File: src/design/tapid_pkg.sv
// ----------------------------------------------------------------------------
// tapid_pkg
// Shared types and constants for the three-axis attitude PID block.
// ----------------------------------------------------------------------------
package tapid_pkg;

  // Gain word: three unsigned gains packed as P[47:32] I[31:16] D[15:0]
  localparam int GAIN_W     = 16;
  localparam int GAINS_W    = 3 * GAIN_W;
  localparam int CFG_DATA_W = GAINS_W;
  localparam int CFG_IDX_W  = 3;

  // Parameter defaults
  localparam int ANGLE_WIDTH_DEF        = 20;
  localparam int GAIN_FRACTION_BITS_DEF = 8;

  // Register reset values
  localparam logic [GAINS_W-1:0] ROLL_GAINS_RST  = 48'h2000_001A_0000; // 32.0 / 0.1 / 0.0
  localparam logic [GAINS_W-1:0] PITCH_GAINS_RST = 48'h1E00_001A_0100; // 30.0 / 0.1 / 1.0
  localparam logic [GAINS_W-1:0] YAW_GAINS_RST   = 48'h1E00_0000_0000; // 30.0 / 0.0 / 0.0
  localparam int OUT_MAX_RST = 28672;   // 28.0 in Q9.10
  localparam int OUT_MIN_RST = -17408;  // -17.0 in Q9.10

  // Configuration register indexes
  typedef enum logic [CFG_IDX_W-1:0] {
    REG_ROLL_GAINS  = 3'd0,
    REG_PITCH_GAINS = 3'd1,
    REG_YAW_GAINS   = 3'd2,
    REG_OUTPUT_MAX  = 3'd3,
    REG_OUTPUT_MIN  = 3'd4
  } cfg_reg_e;

  // Pipeline load enables shared by all lanes
  typedef struct packed {
    logic accept;    // request taken into stage 1
    logic ld_s2;     // stage 2 loads
    logic ld_s3;     // stage 3 loads
    logic upd_int;   // a valid request moves into stage 3: integrators step
    logic ld_out;    // output register loads
  } tapid_ctl_t;

endpackage

File: src/design/tapid_ctrl.sv
// ----------------------------------------------------------------------------
// tapid_ctrl
// Valid chain and per-stage load enables for the four-stage lane pipeline.
// A stage loads when it is empty or its contents move on, so bubbles close up.
// ----------------------------------------------------------------------------
module tapid_ctrl (
  input  logic                 clk,
  input  logic                 rst_n,
  input  logic                 in_valid,
  output logic                 in_stall,
  output logic                 out_valid,
  input  logic                 out_stall,
  output tapid_pkg::tapid_ctl_t ctl
);
  import tapid_pkg::*;

  logic v1_r, v2_r, v3_r, vo_r;
  logic en1, en2, en3, eno;

  // Load enables, back from the output
  always_comb begin
    eno = !vo_r || !out_stall;
    en3 = !v3_r || eno;
    en2 = !v2_r || en3;
    en1 = !v1_r || en2;
  end

  assign in_stall  = !en1;
  assign out_valid = vo_r;

  always_comb begin
    ctl.accept  = in_valid && en1;
    ctl.ld_s2   = en2;
    ctl.ld_s3   = en3;
    ctl.upd_int = v2_r && en3;
    ctl.ld_out  = en3 && eno && v3_r;
  end

  // Stage valid bits
  always_ff @(posedge clk) begin
    if (!rst_n) begin
      v1_r <= 1'b0;
      v2_r <= 1'b0;
      v3_r <= 1'b0;
      vo_r <= 1'b0;
    end else begin
      if (en1) v1_r <= in_valid;
      if (en2) v2_r <= v1_r;
      if (en3) v3_r <= v2_r;
      if (eno) vo_r <= v3_r;
    end
  end

endmodule

File: config.mk
export PLATFORM = sky130hd
export DESIGN_NAME = tapid_ctrl
export DESIGN_NICKNAME = d
export VERILOG_FILES = /design/src/design/tapid_pkg.sv /design/src/design/tapid_ctrl.sv
export SDC_FILE = /design/constraint.sdc
export NUM_CORES = 1
export LEC_CHECK = 0
export BUFFER_PORTS_ARGS = -buffer_cell sky130_fd_sc_hd__buf_2
export CAP_MARGIN = 40
export CORE_AREA = 2 2 39 41
export DETAILED_ROUTE_END_ITERATION = 8
export DIE_AREA = 0 0 41 43
export PLACE_DENSITY = 0.45
export SYNTH_ARGS = -nofsm -noshare
export SYNTH_HDL_FRONTEND = slang
export SYNTH_SLANG_ARGS = --single-unit
File: constraint.sdc
create_clock -name clk -period 0.85 [get_ports clk]
set_clock_uncertainty 0.05 [all_clocks]
set_input_delay 0.1275 -clock clk [delete_from_list [all_inputs] [get_ports clk]]
set_output_delay 0.1275 -clock clk [all_outputs]
set_load 0.005 [all_outputs]
==> impl_metrics.py <==
metrics = {
    "drt": {
        "via_per_inst": 3.74,
        "wire_per_inst_um": 8.46,
        "dr.pass1.iters": 2,
        "wl_met3_um": 48,
        "final_antenna_net_count": 0,
        "drt-met1-wl_um": 205,
        "drtIter0Drc": 6,
        "wl_um": 482,
        "wl_met2_um": 227,
        "route.detailed.drc": 0,
        "dr.max_layer_used": "met3",
        "vias": 213,
    },
    "yosys": {
        "ys_types": 15,
        "syn_area_per_cell_um2": 8.59,
        "yosysSeqAreaShare": 0.424,
        "syn-num-nets": 26,
        "synth_top_area_cell": "dfxtp_1",
        "synth-main-ff-cell": "dfxtp_1",
        "ys_warn_count": 0,
        "synth_async_sr_flop_share": 0,
        "ys_top_cells_by_area": "dfxtp_1, a21boi_0, buf_4",
        "yosys.area.top_type_share": 0.424,
        "yosys-top-cells-count": "dfxtp_1, a21boi_0, buf_4, inv_1, nand2_1",
        "syn-instance-count": 22,
        "synth_edf_count": 0,
        "synth_most_common_cell": "dfxtp_1",
        "ys_ff_latch": 4,
        "syn-cell-area_um2": 189,
    },
    "clock_network": {
        "clock_path_buffers": 2,
        "cts_tree": "done",
        "htreeDepth": 1,
        "cts_root_buf": "clkbuf_4",
        "cts_num_sinks": 4,
        "numCtsBuffers": 3,
        "clk_pin_slew_ps": 40,
        "clock_insertion_delay_worst_skew_ps": 230,
    },
    "setup_path": {
        "r2r_slack_ps": -100,
        "timing.critical_path.buf_inv": 1,
        "crit_arrival_ps": 970,
        "critPathMaxStageDelay_ps": 360,
        "cp-startpoint": "v3_r",
        "cp_max_fo": 5,
        "r2r-end": "v2_r",
        "required_ps": 670,
        "reg2regPathDepth": 4,
        "crit_family": "flip-flops",
        "end_kind": "output port",
        "path_cells": "nand3_4 > o21a_1 > buf_2",
        "slowest_stage": "dfxtp_4",
        "cp-start-kind": "flop",
        "critPathCapture": "ctl[4]",
        "cp.depth": 3,
        "worstSetupPathType": "flop to output port",
        "regToRegStartpoint": "out_valid",
    },
    "sta": {
        "layout_min_cycle_time_ps": 1140,
        "tightest_slew_ps": 117,
        "setup_ws_ps": -293,
        "max_freq_mhz": 875,
        "finalCritPeriodShare": 1.35,
        "hold_ws_ps": 61.3,
        "finalMaxSlewViolations": 0,
        "slew_headroom": 0.922,
        "rsz0062_at_grt": "yes",
        "finalHoldViolCount": 0,
        "setup_viol": 10,
    },
    "floorplan": {
        "num_rows": 14,
        "die_h_um": 43,
        "start_util": 0.137,
        "die_w_um": 41,
        "io-pin-count": 11,
        "dieArea_um2": 1760,
        "core_area_um2": 1380,
    },
    "cells_and_area": {
        "final_nets": 47,
        "antenna_cells": 0,
        "final_util": 0.265,
        "area_delta_synth_final_pct": 94.0,
        "drive_above_1_share": 0.707,
    },
    "power": {
        "leakage_uw": 0.000159,
        "power_density_nw_per_um2": 1340,
        "max-vdd-ir-drop_v": 0.000380,
        "power_uw": 491,
    },
    "place": {
        "dpl.hpwl_um": 329,
        "gp_congestion": 0.636,
        "portBuffers": 10,
    },
    "grt": {
        "grt_pass1_wl_um": 759,
        "grt_use_total": 0.0734,
        "grt-ovfl-total": 0,
        "grt_pass1_vias": 199,
        "grt_start_max_net_pins": 6,
        "antenna_found_initial": 0,
    },
    "hold_path": {
        "hold_depth": 3,
        "hold_class": "input pin to flop",
    },
    "outcome": {
        "failed_checks": "negative setup slack",
        "outcome": "finished with violations",
    },
    "job": {
        "cap_violations": 0,
    },
}
[sequential cells by signal, indices dropped and copies added (netlist names)]
| signal | count |
|---|---|
| out_valid | 1 |
| v1_r | 1 |
| v3_r | 1 |
| v2_r | 1 |
[worst register-to-register path, cell delays in order (launching register included)]
cell and delay, ps:
dfxtp_2 340, buf_4 130, nand4_1 100, buf_4 150, a21boi_1 120
[through the flow]
stage                     instance area, um^2  setup TNS [ps]  instances  worst slack, ps
after floorplan                           190               0         22             4.90
after global placement                    283            -323         51             -110
after detailed placement                  283            -386         51             -128
after CTS                                 342           -1820         56             -297
after global routing                      367           -2410         57             -350
final                                     367           -1980         57             -293
[layout by cell type (no fill, tap or decap)]
cell / instances
o21a_1: 1
clkbuf_4: 3
o21ai_2: 1
a21oi_1: 1
dfxtp_1: 1
inv_1: 2
nand3_1: 1
buf_2: 9
dfxtp_4: 1
buf_6: 3
nand3_4: 1
nor2b_1: 1
nand2_1: 2
dfxtp_2: 2
a21boi_2: 2
buf_4: 6
nand4_1: 1
nor2_1: 1
a21boi_1: 1
and2_4: 1
[per-layer routing]
| metal | up-vias | global-route usage |
|---|---|---|
| met5 | - | 0 |
| met4 | 0 | 0.0600 |
| met3 | 0 | 0.0628 |
| met2 | 9 | 0.0938 |
| met1 | 93 | 0.0710 |
| li1 | 111 | - |
[final cells by class]
| class | count | area, um^2 |
|---|---|---|
| Fill cell | 164 | 1020 |
| Timing Repair Buffer | 18 | 124 |
| Multi-Input combinational cell | 14 | 106 |
| Sequential cell | 4 | 86.3 |
| Clock buffer | 3 | 22.5 |
| Tap cell | 16 | 20.0 |
| Inverter | 2 | 7.51 |
[cell families after synthesis]
group / Yosys count / synth area share
AOI/OAI and AO/OA: 6 / 0.212
buffers and inverters: 4 / 0.119
DFF: 4 / 0.424
and+or+nand+nor: 8 / 0.245
[worst min-delay path by stage]
stage	start	endpoint	slack, ps
after floorplan	in_valid	v1_r	190
after global placement	in_valid	v1_r	310
after detailed placement	in_valid	v1_r	300
after CTS	in_valid	v1_r	50
after global routing	in_valid	v1_r	70
final	in_valid	v1_r	60
[repair_timing]
| item | in CTS | in global routing |
|---|---|---|
| resized for setup | 8 | 6 |
| endpoints found under the setup margin | 7 | 10 |
| buffers inserted | 2 | 1 |
| hold buffers | 0 | 0 |
| pin swaps | 5 | 2 |
[power by group]
group	switching (uW)	internal (uW)
combinational	22.1	33.2
clock	77.8	158
sequential	5.95	194
total	106	385
(Power assumes the default switching activity.)
