**src/design/tapid_pkg.sv**
```systemverilog
// ----------------------------------------------------------------------------
// tapid_pkg
// Shared types and constants for the three-axis attitude PID block.
// ----------------------------------------------------------------------------
package tapid_pkg;

  // Gain word: three unsigned gains packed as P[47:32] I[31:16] D[15:0]
  localparam int GAIN_W     = 16;
  localparam int GAINS_W    = 3 * GAIN_W;
  localparam int CFG_DATA_W = GAINS_W;
  localparam int CFG_IDX_W  = 3;

  // Parameter defaults
  localparam int ANGLE_WIDTH_DEF        = 20;
  localparam int GAIN_FRACTION_BITS_DEF = 8;

  // Register reset values
  localparam logic [GAINS_W-1:0] ROLL_GAINS_RST  = 48'h2000_001A_0000; // 32.0 / 0.1 / 0.0
  localparam logic [GAINS_W-1:0] PITCH_GAINS_RST = 48'h1E00_001A_0100; // 30.0 / 0.1 / 1.0
  localparam logic [GAINS_W-1:0] YAW_GAINS_RST   = 48'h1E00_0000_0000; // 30.0 / 0.0 / 0.0
  localparam int OUT_MAX_RST = 28672;   // 28.0 in Q9.10
  localparam int OUT_MIN_RST = -17408;  // -17.0 in Q9.10

  // Configuration register indexes
  typedef enum logic [CFG_IDX_W-1:0] {
    REG_ROLL_GAINS  = 3'd0,
    REG_PITCH_GAINS = 3'd1,
    REG_YAW_GAINS   = 3'd2,
    REG_OUTPUT_MAX  = 3'd3,
    REG_OUTPUT_MIN  = 3'd4
  } cfg_reg_e;

  // Pipeline load enables shared by all lanes
  typedef struct packed {
    logic accept;    // request taken into stage 1
    logic ld_s2;     // stage 2 loads
    logic ld_s3;     // stage 3 loads
    logic upd_int;   // a valid request moves into stage 3: integrators step
    logic ld_out;    // output register loads
  } tapid_ctl_t;

endpackage

```
**src/design/tapid_lane.sv**
```systemverilog
// ----------------------------------------------------------------------------
// tapid_lane
// One axis of the PID: error and change, gain products, integrator step,
// then the clamped command in the output register.
// ----------------------------------------------------------------------------
module tapid_lane #(
  parameter int ANGLE_WIDTH        = tapid_pkg::ANGLE_WIDTH_DEF,
  parameter int GAIN_FRACTION_BITS = tapid_pkg::GAIN_FRACTION_BITS_DEF
) (
  input  logic                            clk,
  input  logic                            rst_n,
  input  tapid_pkg::tapid_ctl_t           ctl,
  input  logic [tapid_pkg::GAINS_W-1:0]   gains,
  input  logic signed [ANGLE_WIDTH-1:0]   out_max,
  input  logic signed [ANGLE_WIDTH-1:0]   out_min,
  input  logic signed [ANGLE_WIDTH-1:0]   measured,
  input  logic signed [ANGLE_WIDTH-1:0]   target,
  output logic signed [ANGLE_WIDTH-1:0]   command
);
  import tapid_pkg::*;

  localparam int DW = ANGLE_WIDTH + 1;           // error / change
  localparam int PW = DW + GAIN_W + 1;           // signed gain product
  localparam int W  = ANGLE_WIDTH + GAIN_W + 4;  // sums before clamping

  // Lower bound first, upper bound last
  function automatic logic signed [ANGLE_WIDTH-1:0] clamp(
    input logic signed [W-1:0] v,
    input logic signed [W-1:0] lo,
    input logic signed [W-1:0] hi
  );
    logic signed [W-1:0] t;
    t = v;
    if (t < lo) t = lo;
    if (t > hi) t = hi;
    return ANGLE_WIDTH'(t);
  endfunction

  logic signed [ANGLE_WIDTH-1:0] last_r;
  logic signed [DW-1:0]          err_r, chg_r;
  logic signed [PW-1:0]          prod_p_r, prod_i_r, prod_d_r;
  logic signed [W-1:0]           pd_r;
  logic signed [ANGLE_WIDTH-1:0] integ_r, integ_nxt;
  logic signed [ANGLE_WIDTH-1:0] cmd_r, cmd_nxt;
  logic signed [W-1:0]           lo_w, hi_w;

  assign lo_w = W'(out_min);
  assign hi_w = W'(out_max);

  // Stage 1: error and change in measurement; remember the angle
  always_ff @(posedge clk) begin
    if (!rst_n) begin
      last_r <= '0;
    end else if (ctl.accept) begin
      last_r <= measured;
    end
  end

  always_ff @(posedge clk) begin
    if (ctl.accept) begin
      err_r <= DW'(target) - DW'(measured);
      chg_r <= DW'(measured) - DW'(last_r);
    end
  end

  // Stage 2: one multiplier per gain
  always_ff @(posedge clk) begin
    if (ctl.ld_s2) begin
      prod_p_r <= PW'(err_r) * PW'($signed({1'b0, gains[3*GAIN_W-1:2*GAIN_W]}));
      prod_i_r <= PW'(err_r) * PW'($signed({1'b0, gains[2*GAIN_W-1:GAIN_W]}));
      prod_d_r <= PW'(chg_r) * PW'($signed({1'b0, gains[GAIN_W-1:0]}));
    end
  end

  // Stage 3: integrator step and proportional minus derivative
  assign integ_nxt = clamp(W'(integ_r) + W'(prod_i_r >>> GAIN_FRACTION_BITS), lo_w, hi_w);

  always_ff @(posedge clk) begin
    if (!rst_n) begin
      integ_r <= '0;
    end else if (ctl.upd_int) begin
      integ_r <= integ_nxt;
    end
  end

  always_ff @(posedge clk) begin
    if (ctl.ld_s3) begin
      pd_r <= W'(prod_p_r >>> GAIN_FRACTION_BITS) - W'(prod_d_r >>> GAIN_FRACTION_BITS);
    end
  end

  // Output: integrator already holds this request's value
  assign cmd_nxt = clamp(pd_r + W'(integ_r), lo_w, hi_w);

  always_ff @(posedge clk) begin
    if (ctl.ld_out) begin
      cmd_r <= cmd_nxt;
    end
  end

  assign command = cmd_r;

endmodule

```
**config.mk**
```make
export PLATFORM = sky130hd
export DESIGN_NAME = tapid_lane
export DESIGN_NICKNAME = d
export VERILOG_FILES = /design/src/design/tapid_pkg.sv /design/src/design/tapid_lane.sv
export SDC_FILE = /design/constraint.sdc
export NUM_CORES = 2
export LEC_CHECK = 0
export BUFFER_PORTS_ARGS = -buffer_cell sky130_fd_sc_hd__buf_2
export CORE_UTILIZATION = 55
export DETAILED_ROUTE_END_ITERATION = 10
export PLACE_DENSITY = 0.72
export SYNTH_ARGS = -nofsm -noshare
export SYNTH_HDL_FRONTEND = slang
export SYNTH_SLANG_ARGS = --single-unit
```
**constraint.sdc**
```tcl
create_clock -name clk -period 18.4 [get_ports clk]
set_clock_uncertainty 0.1 [all_clocks]
set_input_delay 0 -clock clk [delete_from_list [all_inputs] [get_ports clk]]
set_output_delay 0 -clock clk [all_outputs]
set_load 0.1 [all_outputs]
```
==> results.txt <==
CTS tree: built
Port-buffer cells: 154
Met1 usage: 36.0%
Reg-to-Reg Start: integ_r[19]
Clk Latency, worst-skew pair: 0.57 ns
Most used cell, CP: a21o_1
Remaining DRCs: 13
Initial Utilization: 55.7%
CTS sink cnt: 223
Slew margin rel.: 19.0%
Crit share post-route: 51.1%
CP endpoint kind: flip-flop
Worst flop-to-flop path endpoint: integ_r[18]
Via density per instance: 5.58
Violated checks: design-rule violations
Iteration-0 DRC Markers: 2,481
Max cap viols: 0
Crit path required time: 18.75 ns
Post-synth ARST share: 0%
Reg2reg path depth: 27
Layout cells sized above 1: 5.57%
Critical path endpoint: integ_r[18]
Clock-pin slew on the worst setup and hold paths: 0.07 ns
FP Rows: 114
Worst path bufs/invs: 3
Hold crit path type: input port to flip-flop
Largest fanout on the critical path: 39
Fill count: 8,269
Die extent in y: 315 um
Synth cell types: 79
Max incr delay on CP: 0.95 ns
Crit path DAT: 9.76 ns
Core Region: 0.0969 mm^2
Pins Over Slew Limit: 0
GR peak layer: met2
Worst reg-to-reg setup slack: 9.00 ns
Number of enable flip-flop cells after synthesis: 183
Htree depth: 1
DR WL/cell: 19.0 um
Routability congestion estimate: 0.934
Post-DRT Antenna Nets: 0
HP Start: target[9]
Largest net degree at the start of global routing: 77
Area grow syn2layout: 7.08%
Setup Total Neg Slack: 0 ns
Synthesized cell area: 0.0539 mm^2
CP Launch Type: flip-flop
Final setup fails: 0
Die width: 315 um
Fin crit period: 9.40 ns
CTS root buffer: clkbuf_16
DR pass1 iterations: 11
GR Overflow Total: 0
Crit path max-delay family: compound AO/OA/AOI/OAI gates
Mapped Nets: 7,519
Number of antenna violations at the first check in global routing: 6
GRT Overall Usage: 28.7%
Vias in the first global route: 43,500
CP max stage cell: dfxtp_1
RSZ-0062 raised after global routing: false
Top FF cell, synth: edfxtp_1
Nets@finish: 7,631
Post-Syn Instances: 5,830
Fin. Hold Viols: 0
Cts bufs inserted: 26
Crit Path Class: flip-flop to flip-flop
Setup crit start: integ_r[19]
Avg Cell Area, Syn: 9.25 um^2
GR Util met3: 3.16%
Die Outline Area: 0.0993 mm^2
Total Routed Length: 137 mm
Actual slew at the worst max-slew pin: 1.21 ns
Status: finished with violations
WP depth: 27
CTS max path bufs: 3
HPWL after DPL: 106 mm
Fmax: 0.106 GHz
I/O pins: 155
Ys Warns: 0
Register bit count reported by yosys: 223
Global-route wire length before repair: 225 mm
Total number of vias: 40,400
Register area share after synthesis: 11.7%
GR Util met2: 51.1%
## cells by family (layout without fill, tap and decap cells)
| logic type | after synthesis | after routing | share of synthesized area, % |
|---|---|---|---|
| AO/OA/AOI/OAI | 692 | 692 | 8.28 |
| XOR/XNOR | 203 | 203 | 3.30 |
| adder cells (fa/ha/maj) | 1554 | 1554 | 50.0 |
| buffers and inverters | 1494 | 1625 | 10.5 |
| flip-flops | 223 | 223 | 11.7 |
| multiplexers | 101 | 101 | 2.05 |
| other | 0 | 1 | 0 |
| AND/OR/NAND/NOR | 1563 | 1563 | 14.2 |
## state kept, by name (all words and copies together), names as in the netlist
| register | cells |
|---|---|
| chg_r | 21 |
| command | 20 |
| err_r | 21 |
| integ_r | 20 |
| last_r | 20 |
| pd_r | 31 |
| prod_d_r | 30 |
| prod_i_r | 30 |
| prod_p_r | 30 |
## stage by stage
step / hold slack [ns] / std cells / utilization (%) / cell area, um^2 / setup slack (ns)
floorplan: 0.0125 / 5830 / - / 53900 / 11.43
global placement: 0.201 / 7077 / 57.5 / 55700 / 10.23
detailed placement: 0.207 / 7077 / 57.5 / 55700 / 10.13
CTS: 0.0310 / 7237 / 59.6 / 57700 / 9.18
global route: 0.0738 / 7238 / 59.6 / 57700 / 8.47
finish: 0.0393 / 7238 / 59.6 / 57700 / 9.00
## cells in the final DEF (no fill, tap or decap), types with 10 or more instances in the layout
master	netlist	final
inv_1	1280	1280
fa_1	1004	1004
nand2_1	696	696
ha_1	550	550
and2_1	414	414
a21oi_1	214	213
edfxtp_1	183	183
xnor2_1	154	154
buf_2	10	153
nor2_1	147	147
o21ai_0	125	125
dlygate4sd3_1	0	113
a21o_1	103	103
mux2_2	74	74
nor2b_1	66	66
xor2_1	49	49
o21a_1	44	44
dfxtp_1	40	40
nor3_1	38	38
nand4_1	35	35
nand2b_1	32	32
buf_4	4	32
and3_1	30	30
nand3_1	29	29
mux2i_1	27	27
clkbuf_16	0	27
a31oi_1	25	25
o21bai_1	24	24
a211oi_1	23	23
nand3b_1	18	18
o211ai_1	15	15
nor4_1	12	12
a211o_1	11	11
or3_1	11	11
and4_1	10	10
a221oi_1	10	10
## worst min path at each step
stage | slack [ns] | endpoint | cells after the start
detailed placement | 0.21 | last_r[2] | 3
finish | 0.04 | err_r[10] | 5
global route | 0.07 | last_r[19] | 3
floorplan | 0.01 | chg_r[0] | 0
CTS | 0.03 | err_r[10] | 5
global placement | 0.20 | last_r[2] | 3
## timing repair
item / in CTS / in global routing
hold endpoints to repair: 159 / 0
gates resized for setup: 0 / 0
setup buffers: 0 / 0
hold buffers: 113 / 0
## layer usage
layer,vias to the layer above,share of wire (%)
met2,1211,50
met4,4,4.1
met3,301,5.4
li1,18400,-
met5,-,0.016
met1,20500,40
## synthesized netlist by cell type (all sizes together), types with 49 or more instances
library cell     n  share of area [%]
nor2b           66               0.77
edfxtp         183                 10
xor2            49               0.80
mux2            74                1.5
fa            1004                 37
inv           1280                8.9
nor2           147                1.0
and2           414                4.8
a21oi          215                2.0
ha             550                 13
clkbuf         199                1.4
nand2          696                4.8
xnor2          154                2.5
a21o           103                1.4
o21ai          133                1.2
## worst reg2reg max path: stages (launching register included)
cell and delay [ns]:
dfxtp_1 0.95, ha_1 0.47, a21o_1 0.20, a21o_1 0.17, a21o_1 0.18, a21o_1 0.17, a21o_1 0.18, o41ai_1 0.31
xnor2_1 0.22, ha_1 0.30, a21o_1 0.17, a2111o_1 0.43, a211oi_1 0.36, nand4_1 0.16, o21ai_2 0.14, buf_4 0.44
mux2_2 0.43, ha_1 0.31, a21oi_1 0.15, o21ai_0 0.10, a221oi_1 0.43, o32ai_1 0.18, a2111oi_0 0.49, mux2_2 0.76
nand3_1 0.15, dlygate4sd3_1 0.60, o211a_1 0.20, dlygate4sd3_1 0.54
## cell type report
cell class              instances  area (um^2)  area share, %
clock buffers                  28          679           1.18
well taps                    1276         1600           2.76
multi-input cells            4113        42000           72.7
inverters                    1280         4800           8.32
repair buffers                298         2140           3.70
flip-flops and latches        223         6300           10.9
clock inverters                19          225          0.390
diodes                          1         2.50        0.00433
Power is left out: the tool's default activity adds up to more than one toggle a clock period on the data nets, which glitch-free logic cannot reach.
